**src/design/ecis_pkg.sv**
```systemverilog
`default_nettype none
package ecis_pkg;

  localparam int MEM_DEPTH = 65536;
  localparam int MEM_AW = $clog2(MEM_DEPTH);

  localparam logic [1:0] ST_OK = 2'd0;
  localparam logic [1:0] ST_HALT = 2'd1;
  localparam logic [1:0] ST_HALTED = 2'd2;

  localparam logic [3:0] CMD_NONE = 4'd0;
  localparam logic [3:0] CMD_CLEAR = 4'd1;
  localparam logic [3:0] CMD_LOAD = 4'd2;
  localparam logic [3:0] CMD_IDLE_STEP = 4'd3;
  localparam logic [3:0] CMD_FETCH = 4'd4;
  localparam logic [3:0] CMD_OP = 4'd5;
  localparam logic [3:0] CMD_HALT = 4'd6;
  localparam logic [3:0] CMD_IMM_RD = 4'd7;
  localparam logic [3:0] CMD_IMM_TAKE = 4'd8;
  localparam logic [3:0] CMD_MEM_ISSUE = 4'd9;
  localparam logic [3:0] CMD_MEM_TAKE = 4'd10;
  localparam logic [3:0] CMD_EXEC = 4'd11;

  localparam logic [7:0] OP_NOP = 8'h00;
  localparam logic [7:0] OP_LXI_B = 8'h01;
  localparam logic [7:0] OP_DCR_B = 8'h05;
  localparam logic [7:0] OP_MVI_B = 8'h06;
  localparam logic [7:0] OP_DAD_B = 8'h09;
  localparam logic [7:0] OP_DCR_C = 8'h0D;
  localparam logic [7:0] OP_MVI_C = 8'h0E;
  localparam logic [7:0] OP_RRC = 8'h0F;
  localparam logic [7:0] OP_LXI_D = 8'h11;
  localparam logic [7:0] OP_INX_D = 8'h13;
  localparam logic [7:0] OP_DAD_D = 8'h19;
  localparam logic [7:0] OP_LDAX_D = 8'h1A;
  localparam logic [7:0] OP_LXI_H = 8'h21;
  localparam logic [7:0] OP_INX_H = 8'h23;
  localparam logic [7:0] OP_MVI_H = 8'h26;
  localparam logic [7:0] OP_DAD_H = 8'h29;
  localparam logic [7:0] OP_LXI_SP = 8'h31;
  localparam logic [7:0] OP_STA = 8'h32;
  localparam logic [7:0] OP_MVI_M = 8'h36;
  localparam logic [7:0] OP_LDA = 8'h3A;
  localparam logic [7:0] OP_MVI_A = 8'h3E;
  localparam logic [7:0] OP_MOV_DM = 8'h56;
  localparam logic [7:0] OP_MOV_EM = 8'h5E;
  localparam logic [7:0] OP_MOV_HM = 8'h66;
  localparam logic [7:0] OP_MOV_LA = 8'h6F;
  localparam logic [7:0] OP_MOV_MA = 8'h77;
  localparam logic [7:0] OP_MOV_AD = 8'h7A;
  localparam logic [7:0] OP_MOV_AE = 8'h7B;
  localparam logic [7:0] OP_MOV_AH = 8'h7C;
  localparam logic [7:0] OP_MOV_AM = 8'h7E;
  localparam logic [7:0] OP_ANA_A = 8'hA7;
  localparam logic [7:0] OP_XRA_A = 8'hAF;
  localparam logic [7:0] OP_POP_B = 8'hC1;
  localparam logic [7:0] OP_JNZ = 8'hC2;
  localparam logic [7:0] OP_JMP = 8'hC3;
  localparam logic [7:0] OP_PUSH_B = 8'hC5;
  localparam logic [7:0] OP_ADI = 8'hC6;
  localparam logic [7:0] OP_RET = 8'hC9;
  localparam logic [7:0] OP_CALL = 8'hCD;
  localparam logic [7:0] OP_POP_D = 8'hD1;
  localparam logic [7:0] OP_OUT = 8'hD3;
  localparam logic [7:0] OP_PUSH_D = 8'hD5;
  localparam logic [7:0] OP_POP_H = 8'hE1;
  localparam logic [7:0] OP_PUSH_H = 8'hE5;
  localparam logic [7:0] OP_ANI = 8'hE6;
  localparam logic [7:0] OP_XCHG = 8'hEB;
  localparam logic [7:0] OP_POP_PSW = 8'hF1;
  localparam logic [7:0] OP_PUSH_PSW = 8'hF5;
  localparam logic [7:0] OP_EI = 8'hFB;
  localparam logic [7:0] OP_CPI = 8'hFE;

  typedef struct packed {
    logic [3:0] code;
    logic       sel;
  } cmd_t;

  typedef struct packed {
    logic       halted;
    logic       clr_done;
    logic       ok;
    logic [1:0] imm;
    logic [1:0] acc;
  } sta_t;

  typedef struct packed {
    logic       ok;
    logic [1:0] imm;
    logic [1:0] acc;
  } dec_t;

  function automatic dec_t decode(input logic [7:0] op);
    dec_t d;
    d = '{ok: 1'b1, imm: 2'd0, acc: 2'd0};
    unique case (op)
      OP_LXI_B, OP_LXI_D, OP_LXI_H, OP_LXI_SP, OP_JNZ, OP_JMP: d.imm = 2'd2;
      OP_MVI_B, OP_MVI_C, OP_MVI_H, OP_MVI_A, OP_ANI, OP_ADI, OP_CPI, OP_OUT: d.imm = 2'd1;
      OP_STA, OP_LDA: begin
        d.imm = 2'd2;
        d.acc = 2'd1;
      end
      OP_MVI_M: begin
        d.imm = 2'd1;
        d.acc = 2'd1;
      end
      OP_CALL: begin
        d.imm = 2'd2;
        d.acc = 2'd2;
      end
      OP_LDAX_D, OP_MOV_DM, OP_MOV_EM, OP_MOV_HM, OP_MOV_AM, OP_MOV_MA: d.acc = 2'd1;
      OP_POP_B, OP_POP_D, OP_POP_H, OP_POP_PSW, OP_RET,
      OP_PUSH_B, OP_PUSH_D, OP_PUSH_H, OP_PUSH_PSW: d.acc = 2'd2;
      OP_NOP, OP_EI, OP_DCR_B, OP_DCR_C, OP_DAD_B, OP_DAD_D, OP_DAD_H, OP_RRC,
      OP_INX_D, OP_INX_H, OP_MOV_LA, OP_MOV_AD, OP_MOV_AE, OP_MOV_AH,
      OP_ANA_A, OP_XRA_A, OP_XCHG: d.ok = 1'b1;
      default: d.ok = 1'b0;
    endcase
    return d;
  endfunction

endpackage
`default_nettype wire

```
**src/design/ecis_ctrl.sv**
```systemverilog
`default_nettype none
module ecis_ctrl (
  input  wire logic      clk,
  input  wire logic      rst,
  input  wire logic      in_valid,
  input  wire logic      in_type,
  output logic           in_ready,
  output logic           out_valid,
  input  wire logic      out_ready,
  output logic [1:0]     status,
  input  wire ecis_pkg::sta_t sta,
  output ecis_pkg::cmd_t cmd
);
  import ecis_pkg::*;

  localparam logic [3:0] S_CLEAR = 4'd0;
  localparam logic [3:0] S_IDLE = 4'd1;
  localparam logic [3:0] S_OP = 4'd2;
  localparam logic [3:0] S_DEC = 4'd3;
  localparam logic [3:0] S_IMM = 4'd4;
  localparam logic [3:0] S_IMMD = 4'd5;
  localparam logic [3:0] S_MEM = 4'd6;
  localparam logic [3:0] S_MEMD = 4'd7;
  localparam logic [3:0] S_EXEC = 4'd8;
  localparam logic [3:0] S_RESP = 4'd9;

  logic [3:0] state, state_next;
  logic       sel, sel_next;
  logic [1:0] status_next;

  assign in_ready = (state == S_IDLE);
  assign out_valid = (state == S_RESP);

  always_comb begin
    state_next = state;
    sel_next = sel;
    status_next = status;
    cmd = '{code: CMD_NONE, sel: sel};
    unique case (state)
      S_CLEAR: begin
        cmd.code = CMD_CLEAR;
        if (sta.clr_done) begin
          state_next = S_IDLE;
        end
      end
      S_IDLE: begin
        if (in_valid) begin
          state_next = S_RESP;
          status_next = ST_OK;
          if (!in_type) begin
            cmd.code = CMD_LOAD;
          end else if (sta.halted) begin
            cmd.code = CMD_IDLE_STEP;
            status_next = ST_HALTED;
          end else begin
            cmd.code = CMD_FETCH;
            state_next = S_OP;
          end
        end
      end
      S_OP: begin
        cmd.code = CMD_OP;
        state_next = S_DEC;
      end
      S_DEC: begin
        sel_next = 1'b0;
        if (!sta.ok) begin
          cmd.code = CMD_HALT;
          status_next = ST_HALT;
          state_next = S_RESP;
        end else if (sta.imm != 2'd0) begin
          state_next = S_IMM;
        end else if (sta.acc != 2'd0) begin
          state_next = S_MEM;
        end else begin
          state_next = S_EXEC;
        end
      end
      S_IMM: begin
        cmd.code = CMD_IMM_RD;
        state_next = S_IMMD;
      end
      S_IMMD: begin
        cmd.code = CMD_IMM_TAKE;
        if (!sel && sta.imm == 2'd2) begin
          sel_next = 1'b1;
          state_next = S_IMM;
        end else begin
          sel_next = 1'b0;
          state_next = (sta.acc != 2'd0) ? S_MEM : S_EXEC;
        end
      end
      S_MEM: begin
        cmd.code = CMD_MEM_ISSUE;
        state_next = S_MEMD;
      end
      S_MEMD: begin
        cmd.code = CMD_MEM_TAKE;
        if (!sel && sta.acc == 2'd2) begin
          sel_next = 1'b1;
          state_next = S_MEM;
        end else begin
          state_next = S_EXEC;
        end
      end
      S_EXEC: begin
        cmd.code = CMD_EXEC;
        state_next = S_RESP;
      end
      S_RESP: begin
        if (out_ready) begin
          state_next = S_IDLE;
        end
      end
      default: state_next = S_IDLE;
    endcase
  end

  always_ff @(posedge clk) begin
    if (rst) begin
      state <= S_CLEAR;
      sel <= 1'b0;
      status <= ST_OK;
    end else begin
      state <= state_next;
      sel <= sel_next;
      status <= status_next;
    end
  end

endmodule
`default_nettype wire

```
**config.mk**
```make
export PLATFORM = sky130hd
export DESIGN_NAME = ecis_ctrl
export DESIGN_NICKNAME = d
export VERILOG_FILES = /design/src/design/ecis_pkg.sv /design/src/design/ecis_ctrl.sv
export SDC_FILE = /design/constraint.sdc
export NUM_CORES = 1
export LEC_CHECK = 0
export ABC_AREA = 0
export BUFFER_PORTS_ARGS = -buffer_cell sky130_fd_sc_hd__buf_2
export CAP_MARGIN = 5
export CORE_MARGIN = 8
export CORE_UTILIZATION = 40
export DETAILED_ROUTE_END_ITERATION = 10
export PLACE_DENSITY_LB_ADDON = 0.25
export SYNTH_ARGS = -nofsm -noshare
export SYNTH_HDL_FRONTEND = slang
export SYNTH_SLANG_ARGS = --single-unit
export TNS_END_PERCENT = 10
```
**constraint.sdc**
```tcl
create_clock -name clk -period 2.6 [get_ports clk]
set_input_delay 0.52 -clock clk [delete_from_list [all_inputs] [get_ports clk]]
set_output_delay 0.52 -clock clk [all_outputs]
set_load 0.02 [all_outputs]
```
==> results.yml <==
outcome:
  status: "completed"
floorplanning:
  die_h_um: 56.2
  start_util_pct: 42.9
  coreArea_um2: 1510
  placementRows: 14
  dieArea_um2: 3160
  ioPinCount: 21
  die_w_um: 56.2
timing:
  skew_ns: 0.00732
  slew_headroom_pct: 61.9
  finalSetupViolations: 0
  max_freq_ghz: 0.437
  post-route-period-util_pct: 87.9
  finalHoldViolations: 0
  slew_viol_final: 0
  rsz0062_at_grt: "false"
  post-route-min-period_ns: 2.29
  tns_ns: 0
  tightest_slew_ns: 0.570
detailed_routing:
  vias_per_cell: 5.97
  wl_per_cell_um: 14.7
  wl_um: 1750
  drcViolationCount: 0
  drtIter0Drc: 21
  antenna_left: 0
  dr_total_vias: 711
  firstDrtPassIters: 4
critical_path:
  required_ns: 2.08
  critPathArrivalTime_ns: 1.77
  path_buf_inv: 1
  cp_cell_sequence: "nor2_2, a32o_1, a22oi_1, o21ai_1, buf_2"
  slowest_delay_ns: 0.68
  cp_slowest_cell: "dfxtp_1"
  crit_path_start_kind: "register"
  critPathKind: "register to primary output"
  crit_family: "flip-flops"
  worst_setup_path_end_kind: "primary output"
  crit_fanout: 17
yosys:
  synth_top_cells_by_count: "a21oi_1 (9), dfxtp_1 (7), nand2_1 (7)"
  yosysTopAreaCellShare_pct: 21.7
  synth_top_family_by_area: "compound AO/OA/AOI/OAI gates"
  synth.area.mux_share_pct: 0
  syn_avg_cell_area_um2: 7.79
  yosys_warnings: 0
  synthXorXnorAreaFrac_pct: 0
  synthDistinctLibCells: 36
  syn-cell-area_um2: 647
  synthTopCellsByArea: "dfxtp_1 (22%), a21oi_1 (7.0%), nand2b_1 (4.8%)"
  yosys.area_share.simple_pct: 35.8
  synth_ff_type: "dfxtp_1"
  yosysTopAreaCell: "dfxtp_1"
  syn_inst: 83
  synthAdderAreaFrac_pct: 0
  synth_seq_cells: 7
  synth_compound_area_share_pct: 36.0
  synth_async_sr_flop_share_pct: 0
  synth_edf_count: 0
  syn_nets: 95
  synth_most_common_cell: "a21oi_1"
  seq_area_frac_synth_pct: 21.7
clocking:
  cts_setup_buffers: 0
  ctsResizeCount: 0
  clock_path_buffers: 2
  cts_tree: "yes"
  holdBufCountCts: 0
  clock-sinks: 7
  cts_root_buf: "clkbuf_4"
  clk_latency_ns: 0.25
  htree_levels: 1
  cts.clk_slew.worst_paths_ns: 0.05
  cts_buffers: 3
layout:
  diodes: 0
  drive_gt1_share_pct: 32.0
  instances_no_fill: 119
  layout.nets: 116
  syn_to_final_growth_pct: 19.5
flow_run:
  maxCapViolCount: 0
pwr:
  power.leakage_nw: 0.283
  p_per_area_nw_per_um2: 363
  p_int_mw: 0.198
  clkPwrFrac_pct: 33.6
  seqPwrFrac_pct: 40.1
  p_sw_share_pct: 29.7
  p_sw_mw: 0.0834
  peakVddDrop_uv: 323
  p_comb_share_pct: 26.3
global_route:
  grt_pass1_wl_um: 3110
  antenna_found_initial: 0
  grt_pass1_vias: 721
  grt_overflow: 0
  grt_max_degree: 18
  groute.usage.overall_pct: 11.3
placed_design:
  hpwl_um: 1380
  placed_cells: 115
  portBuffers: 20
  place_congestion: 0.838
min_path:
  hp-class: "register to register"
-- layout by cell type, fill, tap and decap left out, types with 2 or more instances in the layout --
cell type   n
nand2_1     7
buf_2      20
nand2b_1    5
nor3_1      4
a21oi_1     9
nand3_1     3
buf_4       2
inv_1       2
a22oi_1     2
nand2b_4    2
nor2_1      6
o21ai_0     3
o21ai_1     2
dfxtp_1     7
a221oi_2    2
clkbuf_4    3
o22ai_1     2
nor4b_2     2
-- logic make-up (layout without fill, tap and decap cells) --
logic type / Yosys count / after routing
DFF: 7 / 7
AOI/OAI and AO/OA: 31 / 31
and+or+nand+nor: 37 / 37
buffers and inverters: 8 / 28
-- per-stage QoR --
stage               total power [mW]  cell area, um^2  util [%]  hold WS, ns  setup slack (ns)
global route                   0.304              773      51.3        0.507             0.165
global placement               0.188              747      49.6        0.467             0.604
CTS                            0.286              773      51.3        0.487             0.321
floorplan                      0.160              647         -        0.553             0.491
detailed placement             0.189              747      49.6        0.478             0.578
finish                         0.281              773      51.3        0.484             0.314
-- sequential cells by signal, indices dropped and copies added (netlist names) --
name    flops
status      2
sel         1
state       4
-- worst paths after layout --
check / from / to / slack (ns) / depth (start not counted)
max: state[2] / cmd[2] / 0.31 / 5
min: status[1] / status[1] / 0.48 / 2
max reg2reg: state[3] / state[3] / 1.06 / 4
min reg2reg: status[1] / status[1] / 0.48 / 2
-- metal layers --
layer | track usage (%) | share of wire (%) | vias up | routed length [um]
met5 | 0 | 0 | - | 0
li1 | - | - | 366 | -
met1 | 13.9 | 45 | 321 | 786
met2 | 18.1 | 48 | 22 | 844
met3 | 3.65 | 6.0 | 2 | 104
met4 | 3.44 | 0.69 | 0 | 12
-- power by group through the flow --
stage | sequential [mW] | combinational (mW) | clock [mW]
2_1_floorplan | 0.115 | 0.0451 | 0
5_1_grt | 0.113 | 0.0826 | 0.108
4_1_cts | 0.113 | 0.0741 | 0.0993
6_report | 0.113 | 0.0739 | 0.0944
3_3_place_gp | 0.115 | 0.0734 | 0
3_5_place_dp | 0.115 | 0.0739 | 0
-- final cells by class --
type / instances / area [um^2]
well taps: 16 / 20.0
flip-flops and latches: 7 / 140
clock buffers: 4 / 26.3
multi-input cells: 68 / 464
repair buffers: 22 / 115
inverters: 2 / 7.51
fillers: 158 / 733
-- worst reg2reg max path, delay by kind of cell (launching register included) --
| family | cells | cell delay, ns |
|---|---|---|
| flip-flops | 1 | 0.62 |
| AO/OA/AOI/OAI | 3 | 0.51 |
| AND/OR/NAND/NOR | 1 | 0.30 |
Note: power is estimated with default switching activity, not from simulation.
